**src/hw/rtl/c_header_tokenizer_top_defines.svh**
```systemverilog
// Assertion helpers used by the tokenizer top module.
// Both forms are clocked on clk_i and disabled while rst_ni is low.
`ifndef C_HEADER_TOKENIZER_TOP_DEFINES_SVH
`define C_HEADER_TOKENIZER_TOP_DEFINES_SVH

// Consequent must hold in the same cycle as the antecedent.
`define CHT_ASSERT_NOW(lbl, ante, cons, msg) \
  lbl: assert property (@(posedge clk_i) disable iff (!rst_ni) (ante) |-> (cons)) \
    else $error(msg);

// Consequent must hold in the cycle after the antecedent.
`define CHT_ASSERT_NEXT(lbl, ante, cons, msg) \
  lbl: assert property (@(posedge clk_i) disable iff (!rst_ni) (ante) |=> (cons)) \
    else $error(msg);

`endif

```
**src/hw/rtl/chtok_pkg.sv**
```systemverilog
package chtok_pkg;

  // Scanner modes.
  typedef enum logic [3:0] {
    M_NORMAL    = 4'd0,
    M_SLASH     = 4'd1,
    M_LINESKIP  = 4'd2,
    M_BLOCK     = 4'd3,
    M_BLOCKSTAR = 4'd4,
    M_MINUS     = 4'd5,
    M_DOTS      = 4'd6,
    M_NUMBER    = 4'd7,
    M_IDENT     = 4'd8,
    M_STRING    = 4'd9,
    M_CHAR1     = 4'd10,
    M_CHAR2     = 4'd11
  } mode_e;

  // Token kinds as they appear on the output.
  typedef enum logic [3:0] {
    KIND_IDENT    = 4'd0,
    KIND_LPAREN   = 4'd1,
    KIND_RPAREN   = 4'd2,
    KIND_LBRACE   = 4'd3,
    KIND_RBRACE   = 4'd4,
    KIND_SEMI     = 4'd5,
    KIND_COMMA    = 4'd6,
    KIND_STAR     = 4'd7,
    KIND_ELLIPSIS = 4'd8,
    KIND_LBRACKET = 4'd9,
    KIND_RBRACKET = 4'd10,
    KIND_NUMBER   = 4'd11,
    KIND_STRING   = 4'd12,
    KIND_CHAR     = 4'd13,
    KIND_END      = 4'd15
  } kind_e;

  // Character codes the scanner looks for.
  localparam logic [7:0] CH_LF        = 8'h0A;
  localparam logic [7:0] CH_DQUOTE    = 8'h22;
  localparam logic [7:0] CH_HASH      = 8'h23;
  localparam logic [7:0] CH_SQUOTE    = 8'h27;
  localparam logic [7:0] CH_LPAREN    = 8'h28;
  localparam logic [7:0] CH_RPAREN    = 8'h29;
  localparam logic [7:0] CH_STAR      = 8'h2A;
  localparam logic [7:0] CH_COMMA     = 8'h2C;
  localparam logic [7:0] CH_MINUS     = 8'h2D;
  localparam logic [7:0] CH_DOT       = 8'h2E;
  localparam logic [7:0] CH_SLASH     = 8'h2F;
  localparam logic [7:0] CH_SEMI      = 8'h3B;
  localparam logic [7:0] CH_LBRACKET  = 8'h5B;
  localparam logic [7:0] CH_BACKSLASH = 8'h5C;
  localparam logic [7:0] CH_RBRACKET  = 8'h5D;
  localparam logic [7:0] CH_UNDER     = 8'h5F;
  localparam logic [7:0] CH_LBRACE    = 8'h7B;
  localparam logic [7:0] CH_RBRACE    = 8'h7D;

  localparam logic [15:0] COUNT_MAX = 16'hFFFF;

  // One result token.
  typedef struct packed {
    kind_e       kind;
    logic [19:0] start;
    logic [20:0] len;
    logic [15:0] line;
    logic [15:0] col;
    logic        last;
  } tok_t;

  // All results caused by one input transaction.
  typedef struct packed {
    tok_t [2:0] toks;
    logic [1:0] count;
  } batch_t;

  function automatic logic is_digit(logic [7:0] b);
    return (b >= 8'h30) && (b <= 8'h39);
  endfunction

  function automatic logic is_alpha(logic [7:0] b);
    return ((b >= 8'h61) && (b <= 8'h7A)) || ((b >= 8'h41) && (b <= 8'h5A));
  endfunction

  function automatic tok_t mk_tok(kind_e k, logic [19:0] s, logic [20:0] l,
                                  logic [15:0] ln, logic [15:0] c);
    tok_t t;
    t.kind  = k;
    t.start = s;
    t.len   = l;
    t.line  = ln;
    t.col   = c;
    t.last  = 1'b0;
    return t;
  endfunction

endpackage

```
**src/hw/rtl/c_header_tokenizer_top.sv**
```systemverilog
// Header text tokenizer.
// The slave stream takes one text byte per transaction: tdata is the byte,
// tuser says whether the byte is present and tlast marks the end of a text.
// The master stream gives one token per transaction: tuser is the token
// kind and tdata holds offset, length, line and column; tlast marks the
// final token caused by one input transaction. Every text ends with END.
// An input transaction passes the input register and then the output
// buffer before its first token reaches the master side.
// Throughput is one byte per cycle while each byte yields at most one token
// and the receiver takes every token; a byte that yields two or three tokens
// holds the input longer, set by the single token port of the output buffer.
// Reset empties both registers and puts the scanner at offset 0, line 1,
// column 1 in normal mode. When the receiver stalls, held tokens stay
// stable, the input register fills and tready drops until space frees.
`include "c_header_tokenizer_top_defines.svh"

module c_header_tokenizer_top #(
  parameter longint unsigned MAX_TEXT_BYTES = 1048576
) (
  input  logic        clk_i,
  input  logic        rst_ni,
  input  logic        s_axis_tvalid,
  output logic        s_axis_tready,
  input  logic [7:0]  s_axis_tdata,   // [7:0] text_byte
  input  logic        s_axis_tuser,   // [0] byte_valid
  input  logic        s_axis_tlast,   // end_of_text
  output logic        m_axis_tvalid,
  input  logic        m_axis_tready,
  // [19:0] start_offset, [40:20] token_length, [56:41] line_number,
  // [72:57] column_number, [79:73] zero
  output logic [79:0] m_axis_tdata,
  output logic [3:0]  m_axis_tuser,   // [3:0] token_kind
  output logic        m_axis_tlast    // last_of_run
);
  import chtok_pkg::*;

  localparam logic [19:0] POS_CAP =
    (MAX_TEXT_BYTES > 64'hFFFFF) ? 20'hFFFFF : 20'(MAX_TEXT_BYTES);

  logic       in_valid_q;
  logic [7:0] byte_q;
  logic       bvalid_q;
  logic       eot_q;
  logic       buf_free;
  logic       proc_fire;
  batch_t     batch;
  tok_t       head;

  assign proc_fire     = in_valid_q && buf_free;
  assign s_axis_tready = !in_valid_q || proc_fire;

  // Input register.
  always_ff @(posedge clk_i or negedge rst_ni) begin
    if (!rst_ni) begin
      in_valid_q <= 1'b0;
    end else if (s_axis_tvalid && s_axis_tready) begin
      in_valid_q <= 1'b1;
    end else if (proc_fire) begin
      in_valid_q <= 1'b0;
    end
  end

  always_ff @(posedge clk_i) begin
    if (s_axis_tvalid && s_axis_tready) begin
      byte_q   <= s_axis_tdata;
      bvalid_q <= s_axis_tuser;
      eot_q    <= s_axis_tlast;
    end
  end

  // Scanner with its state.
  chtok_scan #(
    .POS_CAP(POS_CAP)
  ) u_scan (
    .clk_i        (clk_i),
    .rst_ni       (rst_ni),
    .fire_i       (proc_fire),
    .text_byte_i  (byte_q),
    .byte_valid_i (bvalid_q),
    .end_of_text_i(eot_q),
    .batch_o      (batch)
  );

  // Result buffer feeding the master stream.
  chtok_obuf u_obuf (
    .clk_i      (clk_i),
    .rst_ni     (rst_ni),
    .load_i     (proc_fire),
    .batch_i    (batch),
    .pop_ready_i(m_axis_tready),
    .free_o     (buf_free),
    .valid_o    (m_axis_tvalid),
    .head_o     (head)
  );

  assign m_axis_tdata = {7'd0, head.col, head.line, head.len, head.start};
  assign m_axis_tuser = head.kind;
  assign m_axis_tlast = head.last;

  // Checks.
  `CHT_ASSERT_NOW(a_end_is_last, m_axis_tvalid && (m_axis_tuser == KIND_END), m_axis_tlast, "END token is not the last of its run")
  `CHT_ASSERT_NOW(a_end_len_zero, m_axis_tvalid && (m_axis_tuser == KIND_END), m_axis_tdata[40:20] == 21'd0, "END token with nonzero length")
  `CHT_ASSERT_NOW(a_pos_nonzero, m_axis_tvalid, (m_axis_tdata[56:41] != 16'd0) && (m_axis_tdata[72:57] != 16'd0), "token with line or column zero")
  `CHT_ASSERT_NEXT(a_input_held, in_valid_q && !proc_fire, in_valid_q, "input transaction lost while stalled")

endmodule

```
**src/hw/rtl/chtok_scan.sv**
```systemverilog
module chtok_scan #(
  parameter logic [19:0] POS_CAP = 20'hFFFFF
) (
  input  logic              clk_i,
  input  logic              rst_ni,
  input  logic              fire_i,
  input  logic [7:0]        text_byte_i,
  input  logic              byte_valid_i,
  input  logic              end_of_text_i,
  output chtok_pkg::batch_t batch_o
);
  import chtok_pkg::*;

  mode_e       mode_q, mode_d;
  logic [1:0]  dot_q, dot_d;
  logic        esc_q, esc_d;
  logic [19:0] pos_q, pos_d;
  logic [15:0] line_q, line_d;
  logic [15:0] col_q, col_d;
  logic [19:0] tstart_q, tstart_d;
  logic [15:0] tline_q, tline_d;
  logic [15:0] tcol_q, tcol_d;

  logic [19:0] here;
  logic [20:0] incl;
  logic [19:0] here_end;
  logic        again;
  logic        pk_hit;
  kind_e       pk_kind;
  logic [1:0]  n;
  batch_t      batch;

  // Single-character punctuation decode.
  always_comb begin
    pk_hit  = 1'b1;
    pk_kind = KIND_IDENT;
    case (text_byte_i)
      CH_LPAREN:   pk_kind = KIND_LPAREN;
      CH_RPAREN:   pk_kind = KIND_RPAREN;
      CH_LBRACE:   pk_kind = KIND_LBRACE;
      CH_RBRACE:   pk_kind = KIND_RBRACE;
      CH_SEMI:     pk_kind = KIND_SEMI;
      CH_COMMA:    pk_kind = KIND_COMMA;
      CH_STAR:     pk_kind = KIND_STAR;
      CH_LBRACKET: pk_kind = KIND_LBRACKET;
      CH_RBRACKET: pk_kind = KIND_RBRACKET;
      default:     pk_hit  = 1'b0;
    endcase
  end

  assign here     = pos_q - tstart_q;
  assign incl     = {1'b0, here} + 21'd1;

  // Scan one byte, then flush the pending token and close the text if asked.
  always_comb begin
    mode_d   = mode_q;
    dot_d    = dot_q;
    esc_d    = esc_q;
    pos_d    = pos_q;
    line_d   = line_q;
    col_d    = col_q;
    tstart_d = tstart_q;
    tline_d  = tline_q;
    tcol_d   = tcol_q;
    batch    = '0;
    n        = 2'd0;
    again    = 1'b0;
    here_end = 20'd0;

    if (byte_valid_i) begin
      case (mode_q)
        M_SLASH: begin
          if (text_byte_i == CH_SLASH) begin
            mode_d = M_LINESKIP;
          end else if (text_byte_i == CH_STAR) begin
            mode_d = M_BLOCK;
          end else begin
            again = 1'b1;
          end
        end
        M_LINESKIP: begin
          if (text_byte_i == CH_LF) mode_d = M_NORMAL;
        end
        M_BLOCK: begin
          if (text_byte_i == CH_STAR) mode_d = M_BLOCKSTAR;
        end
        M_BLOCKSTAR: begin
          if (text_byte_i == CH_SLASH) begin
            mode_d = M_NORMAL;
          end else if (text_byte_i != CH_STAR) begin
            mode_d = M_BLOCK;
          end
        end
        M_MINUS: begin
          if (is_digit(text_byte_i)) begin
            mode_d = M_NUMBER;
          end else begin
            again = 1'b1;
          end
        end
        M_DOTS: begin
          if (text_byte_i == CH_DOT) begin
            if (dot_q >= 2'd2) begin
              batch.toks[n] = mk_tok(KIND_ELLIPSIS, tstart_q, incl, tline_q, tcol_q);
              n      = n + 2'd1;
              dot_d  = 2'd0;
              mode_d = M_NORMAL;
            end else begin
              dot_d = dot_q + 2'd1;
            end
          end else begin
            dot_d = 2'd0;
            again = 1'b1;
          end
        end
        M_NUMBER: begin
          if (!(is_digit(text_byte_i) || is_alpha(text_byte_i) ||
                (text_byte_i == CH_DOT))) begin
            batch.toks[n] = mk_tok(KIND_NUMBER, tstart_q, {1'b0, here}, tline_q, tcol_q);
            n     = n + 2'd1;
            again = 1'b1;
          end
        end
        M_IDENT: begin
          if (!(is_digit(text_byte_i) || is_alpha(text_byte_i) ||
                (text_byte_i == CH_UNDER))) begin
            batch.toks[n] = mk_tok(KIND_IDENT, tstart_q, {1'b0, here}, tline_q, tcol_q);
            n     = n + 2'd1;
            again = 1'b1;
          end
        end
        M_STRING: begin
          if (esc_q) begin
            esc_d = 1'b0;
          end else if (text_byte_i == CH_BACKSLASH) begin
            esc_d = 1'b1;
          end else if (text_byte_i == CH_DQUOTE) begin
            batch.toks[n] = mk_tok(KIND_STRING, tstart_q, incl, tline_q, tcol_q);
            n      = n + 2'd1;
            mode_d = M_NORMAL;
          end
        end
        M_CHAR1: begin
          mode_d = M_CHAR2;
        end
        M_CHAR2: begin
          if (text_byte_i == CH_SQUOTE) begin
            batch.toks[n] = mk_tok(KIND_CHAR, tstart_q, incl, tline_q, tcol_q);
            n      = n + 2'd1;
            mode_d = M_NORMAL;
          end else begin
            batch.toks[n] = mk_tok(KIND_CHAR, tstart_q, {1'b0, here}, tline_q, tcol_q);
            n     = n + 2'd1;
            again = 1'b1;
          end
        end
        default: begin
          again = 1'b1;
        end
      endcase

      // The byte starts fresh in normal mode.
      if (again) begin
        mode_d = M_NORMAL;
        if (pk_hit) begin
          batch.toks[n] = mk_tok(pk_kind, pos_q, 21'd1, line_q, col_q);
          n = n + 2'd1;
        end else if (text_byte_i == CH_SLASH) begin
          mode_d = M_SLASH;
        end else if (text_byte_i == CH_HASH) begin
          mode_d = M_LINESKIP;
        end else if ((text_byte_i == CH_DOT) || is_digit(text_byte_i) ||
                     (text_byte_i == CH_MINUS) || (text_byte_i == CH_DQUOTE) ||
                     (text_byte_i == CH_SQUOTE) || is_alpha(text_byte_i) ||
                     (text_byte_i == CH_UNDER)) begin
          tstart_d = pos_q;
          tline_d  = line_q;
          tcol_d   = col_q;
          if (text_byte_i == CH_DOT) begin
            mode_d = M_DOTS;
            dot_d  = 2'd1;
          end else if (is_digit(text_byte_i)) begin
            mode_d = M_NUMBER;
          end else if (text_byte_i == CH_MINUS) begin
            mode_d = M_MINUS;
          end else if (text_byte_i == CH_DQUOTE) begin
            mode_d = M_STRING;
            esc_d  = 1'b0;
          end else if (text_byte_i == CH_SQUOTE) begin
            mode_d = M_CHAR1;
          end else begin
            mode_d = M_IDENT;
          end
        end
      end

      // Every byte moves the position; counters saturate.
      if (text_byte_i == CH_LF) begin
        if (line_q < COUNT_MAX) line_d = line_q + 16'd1;
        col_d = 16'd1;
      end else if (col_q < COUNT_MAX) begin
        col_d = col_q + 16'd1;
      end
      if (pos_q < POS_CAP) pos_d = pos_q + 20'd1;
    end

    // End of text: pending token, END, then back to the reset state.
    if (end_of_text_i) begin
      here_end = pos_d - tstart_d;
      case (mode_d)
        M_NUMBER: begin
          batch.toks[n] = mk_tok(KIND_NUMBER, tstart_d, {1'b0, here_end}, tline_d, tcol_d);
          n = n + 2'd1;
        end
        M_IDENT: begin
          batch.toks[n] = mk_tok(KIND_IDENT, tstart_d, {1'b0, here_end}, tline_d, tcol_d);
          n = n + 2'd1;
        end
        M_STRING: begin
          batch.toks[n] = mk_tok(KIND_STRING, tstart_d, {1'b0, here_end}, tline_d, tcol_d);
          n = n + 2'd1;
        end
        M_CHAR1, M_CHAR2: begin
          batch.toks[n] = mk_tok(KIND_CHAR, tstart_d, {1'b0, here_end}, tline_d, tcol_d);
          n = n + 2'd1;
        end
        default: begin
        end
      endcase
      batch.toks[n] = mk_tok(KIND_END, pos_d, 21'd0, line_d, col_d);
      n = n + 2'd1;

      mode_d   = M_NORMAL;
      dot_d    = 2'd0;
      esc_d    = 1'b0;
      pos_d    = 20'd0;
      line_d   = 16'd1;
      col_d    = 16'd1;
      tstart_d = 20'd0;
      tline_d  = 16'd1;
      tcol_d   = 16'd1;
    end

    if (n != 2'd0) batch.toks[n - 2'd1].last = 1'b1;
    batch.count = n;
  end

  assign batch_o = batch;

  // Scanner state advances once per processed transaction.
  always_ff @(posedge clk_i or negedge rst_ni) begin
    if (!rst_ni) begin
      mode_q   <= M_NORMAL;
      dot_q    <= 2'd0;
      esc_q    <= 1'b0;
      pos_q    <= 20'd0;
      line_q   <= 16'd1;
      col_q    <= 16'd1;
      tstart_q <= 20'd0;
      tline_q  <= 16'd1;
      tcol_q   <= 16'd1;
    end else if (fire_i) begin
      mode_q   <= mode_d;
      dot_q    <= dot_d;
      esc_q    <= esc_d;
      pos_q    <= pos_d;
      line_q   <= line_d;
      col_q    <= col_d;
      tstart_q <= tstart_d;
      tline_q  <= tline_d;
      tcol_q   <= tcol_d;
    end
  end

endmodule

```
**src/hw/rtl/chtok_obuf.sv**
```systemverilog
module chtok_obuf (
  input  logic              clk_i,
  input  logic              rst_ni,
  input  logic              load_i,
  input  chtok_pkg::batch_t batch_i,
  input  logic              pop_ready_i,
  output logic              free_o,
  output logic              valid_o,
  output chtok_pkg::tok_t   head_o
);
  import chtok_pkg::*;

  tok_t       ent_q [3];
  logic [1:0] cnt_q;
  logic       pop;

  assign valid_o = (cnt_q != 2'd0);
  assign pop     = valid_o && pop_ready_i;
  // A new batch may enter when the buffer is empty or its last held token leaves this cycle.
  assign free_o  = (cnt_q == 2'd0) || ((cnt_q == 2'd1) && pop);
  assign head_o  = ent_q[0];

  // Token payload: load a whole batch or shift toward the head.
  always_ff @(posedge clk_i) begin
    if (load_i) begin
      ent_q[0] <= batch_i.toks[0];
      ent_q[1] <= batch_i.toks[1];
      ent_q[2] <= batch_i.toks[2];
    end else if (pop) begin
      ent_q[0] <= ent_q[1];
      ent_q[1] <= ent_q[2];
    end
  end

  // Occupancy count.
  always_ff @(posedge clk_i or negedge rst_ni) begin
    if (!rst_ni) begin
      cnt_q <= 2'd0;
    end else if (load_i) begin
      cnt_q <= batch_i.count;
    end else if (pop) begin
      cnt_q <= cnt_q - 2'd1;
    end
  end

endmodule

```
**config.mk**
```make
export PLATFORM = sky130hd
export DESIGN_NAME = c_header_tokenizer_top
export DESIGN_NICKNAME = d
export VERILOG_FILES = /design/src/hw/rtl/chtok_pkg.sv /design/src/hw/rtl/c_header_tokenizer_top.sv /design/src/hw/rtl/chtok_scan.sv /design/src/hw/rtl/chtok_obuf.sv
export VERILOG_INCLUDE_DIRS = /design/src /design/src/hw/rtl
export SDC_FILE = /design/constraint.sdc
export NUM_CORES = 1
export LEC_CHECK = 0
export BUFFER_PORTS_ARGS = -buffer_cell sky130_fd_sc_hd__buf_2
export CAP_MARGIN = 0
export CORE_MARGIN = 2
export CORE_UTILIZATION = 59
export CTS_BUF_LIST = sky130_fd_sc_hd__clkbuf_4
export DETAILED_ROUTE_END_ITERATION = 7
export HOLD_SLACK_MARGIN = 0.15
export MAX_ROUTING_LAYER = met4
export PLACE_DENSITY_LB_ADDON = 0.25
export SLEW_MARGIN = 10
export SYNTH_ARGS = -nofsm -noshare
export SYNTH_HDL_FRONTEND = slang
export SYNTH_HIERARCHICAL = 1
export SYNTH_SLANG_ARGS = --single-unit
```
**constraint.sdc**
```tcl
create_clock -name clk_i -period 8.1 [get_ports clk_i]
set_input_delay 0.405 -clock clk_i [delete_from_list [all_inputs] [get_ports clk_i]]
set_output_delay 0.405 -clock clk_i [all_outputs]
set_load 0.01 [all_outputs]
```
==> results by group <==
Place
  – DP Wirelength: between 40000 and 50000 um
  – Routability Congestion: 0.9386
  – Pre-CTS setup slack: approximately 1.2 ns
  – IO buf count: 93

Floorplan
  – Chip height: 202.5 um
  – Starting Density: 0.5999
  – Row count: 72
  – Die area: 0.04099 mm^2
  – Io pins: 101
  – Die span in x: 202.5 um
  – Core area: 0.03874 mm^2

Layout
  – Final-layout fill cell count: about 3.2k
  – Area growth syn-to-layout: 5.820%
  – Commonest non-fill, non-tap cells in the layout: 244 x edfxtp_1, 165 x nor2_1, 151 x mux2_2
  – Final Net Count: 2307
  – Register Area: 0.01018 mm^2
  – Util after Layout: 0.6348
  – Most common cell after layout, fill and taps aside: edfxtp_1
  – Share of layout cells above drive strength 1: 0.2040
  – Multi-input gate area: 0.01135 mm^2

STA
  – Max-slew headroom: 0.1130
  – Max Transition Viols Final: 0
  – Worst hold margin: around 0.24 ns
  – Fmax: 0.1412 GHz
  – Final setup TNS: 0 ns
  – Fin. Hold Viols: 0
  – RSZ-0062 raised after global routing: no
  – Clock skew: 0.07732 ns
  – Least-Margin Pin Slew: 1.331 ns
  – Final setup viols: 0
  – Period utilization: 0.8741
  – Min Tclk post-route: 7.080 ns
  – Final setup margin: 1.020 ns

Route
  – DR vias/cell: 6.651
  – Drt drc: 0
  – Routed wire length: about 66000 um
  – Initial DRT Pass Iterations: 7
  – DR iter-0 viols: roughly 2.2k
  – Vias: 18.92k
  – DR WL/cell: 23.28 um
  – ANT nets after route: 0

Synthesis
  – Avg Cell Area, Syn: 10.29 um^2
  – #FFs+latches synth: 358
  – FFs w/ async S/R, synth: 0.3184
  – Yosys cell types: 99
  – Top_reg_cell synth: edfxtp_1
  – Seq/Total Area, Yosys: 0.4383
  – YS warnings: 6
  – Cell count after synthesis: around 2.3k
  – EDFF count, synth: 244
  – Post-Syn Area: 0.02324 mm^2

Clock network
  – CTS H-tree depth: 3
  – # Post-CTS Setup Buffers: 0
  – CTS tree: yes
  – CTS sink count: 358
  – CTS clk-pin slew, worst paths: roughly 0.08 ns
  – TritonCTS buffer count: 98
  – Bufs on Longest Clock Path: 3
  – Root buffer cell: clkbuf_4
  – Skew-Pair Late Insertion Delay: 0.84 ns

Setup path
  – Worst Path Arrival: 7.64 ns
  – WP data required: 8.66 ns
  – CP Class: register to register
  – Worst r2r path cells: 20
  – CP startpoint kind: register
  – Crit-path max FO: 26
  – Critical path endpoint category: register

Worst hold path
  – Hold Crit Class: input pin to asynchronous set/reset pin

Global route
  – Total Routing Usage GR: 0.3293
  – Total gr overflow: 0
  – Initial antenna violation count: 3
  – First-pass GRT wire length: 102900 um
  – Vias in the first global route: 18.47k
  – Largest net degree at the start of global routing: approximately 160

Pwr
  – Leak: 9.645 nW
  – Pwr dens: 356.9 mW/mm^2
  – Peak VDD IR: 0.0002681 V
  – Power, Total: a little under 9 mW

Outcome
  – Status: finished clean

Run
  – Max_cap viols: 0
-- power by group --
part           switching (mW)  internal (mW)
clock                   0.805          0.808
combinational            2.72           1.34
sequential              0.250           2.85
-- worst paths after layout --
| path | startpoint | slack (ns) | to |
|---|---|---|---|
| setup / recovery | byte_q[4]$_DFFE_PP_ | 1.02 | u_obuf/ent_q[0][51]$_DFFE_PP_ |
| hold / removal | rst_ni | 0.24 | u_scan/tline_q[12]$_DFFE_PN0P_ |
| setup reg to reg | byte_q[4]$_DFFE_PP_ | 1.02 | u_obuf/ent_q[0][51]$_DFFE_PP_ |
| hold reg to reg | u_obuf/ent_q[1][7]$_DFFE_PP_ | 0.52 | u_obuf/ent_q[0][85]$_DFFE_PP_ |
| max in group asynchronous | rst_ni | 6.35 | u_scan/pos_q[12]$_DFFE_PN0P_ |
| min in group clk_i | s_axis_tdata[5] | 0.30 | byte_q[5]$_DFFE_PP_ |
-- layer usage --
metal	global-route usage	wire length [um]	up-vias
met5	-	0	-
met4	0.1460	2290	0
met3	0.05923	6434	178
met2	0.5027	30590	1091
met1	0.4324	26900	9151
li1	-	-	8502
-- synth_stat cells, drive strengths merged (14+ instances only) --
cell type | number | share of area
nand2b | 19 | 0.0055
clkbuf | 136 | 0.022
o21ai | 107 | 0.024
o22ai | 95 | 0.026
nor2b | 16 | 0.0043
a21oi | 68 | 0.015
o2bb2ai | 81 | 0.031
inv | 74 | 0.012
a22oi | 108 | 0.035
a221o | 16 | 0.0069
edfxtp | 244 | 0.32
a31oi | 20 | 0.0057
mux2i | 58 | 0.025
o22a | 28 | 0.011
nand2 | 134 | 0.022
a22o | 23 | 0.0087
o221ai | 21 | 0.0079
xnor2 | 60 | 0.023
buf | 131 | 0.044
dfrtp | 110 | 0.12
ha | 52 | 0.028
o211ai | 14 | 0.0051
nand3 | 58 | 0.012
mux2 | 161 | 0.078
xor2 | 35 | 0.013
nor2 | 168 | 0.028
nor3 | 37 | 0.0080
-- timing repair --
item                                   4_1_cts  5_1_grt
hold buffers                                14        0
resized for setup                            0        0
endpoints found under the hold margin       76        0
-- registers in the layout, indices dropped and copies added (netlist names) --
| register | flops |
|---|---|
| u_scan/line_q | 16 |
| u_scan/dot_q | 2 |
| byte_q | 8 |
| u_scan/tcol_q | 16 |
| in_valid_q | 1 |
| u_scan/pos_q | 20 |
| bvalid_q | 1 |
| u_scan/esc_q | 1 |
| u_obuf/ent_q | 234 |
| eot_q | 1 |
| u_scan/mode_q | 4 |
| u_obuf/cnt_q | 2 |
| u_scan/tstart_q | 20 |
| u_scan/col_q | 16 |
| u_scan/tline_q | 16 |
-- worst max-delay path: stages (launching register included) --
cell       delay (ns)
edfxtp_1         0.51
or4b_1           0.84
or3_4            0.51
nand4_4          0.13
o211ai_4         0.29
or2_0            0.53
nand3_4          0.35
mux2i_1          0.43
ha_1             0.33
nor2b_1          0.16
o31ai_1          0.33
a2bb2oi_1        0.20
a211oi_1         0.38
o21ai_0          0.17
a21oi_1          0.27
o21bai_1         0.11
a2111oi_0        0.46
nor3_1           0.14
xnor2_1          0.26
o22ai_1          0.13
mux2_2           0.27
-- per-stage QoR --
step	std cells	area, um^2
6_report	2845	24590
5_1_grt	2845	24590
4_1_cts	2842	24580
3_5_place_dp	2643	23200
3_3_place_gp	2643	23200
2_1_floorplan	2266	23260
-- cell families after synthesis --
family	count (synthesis)	share of synthesized area
compound gates	663	0.2059
xor+xnor	95	0.03581
fa+ha+maj	54	0.02972
buf+inv	342	0.07786
flops	358	0.4383
mux	219	0.1030
other cells	2	0.0003232
simple gates	526	0.1091
-- cell type report --
class	count	share of cell area
sequential	358	0.4142
timing repair buffer	140	0.03582
antenna	3	0.0003053
tap	518	0.02636
multi-input combinational	1566	0.4614
clock inverter	51	0.009566
clock buffer	134	0.04091
inverter	75	0.01145
No activity file was read; power rests on OpenSTA's default activity.
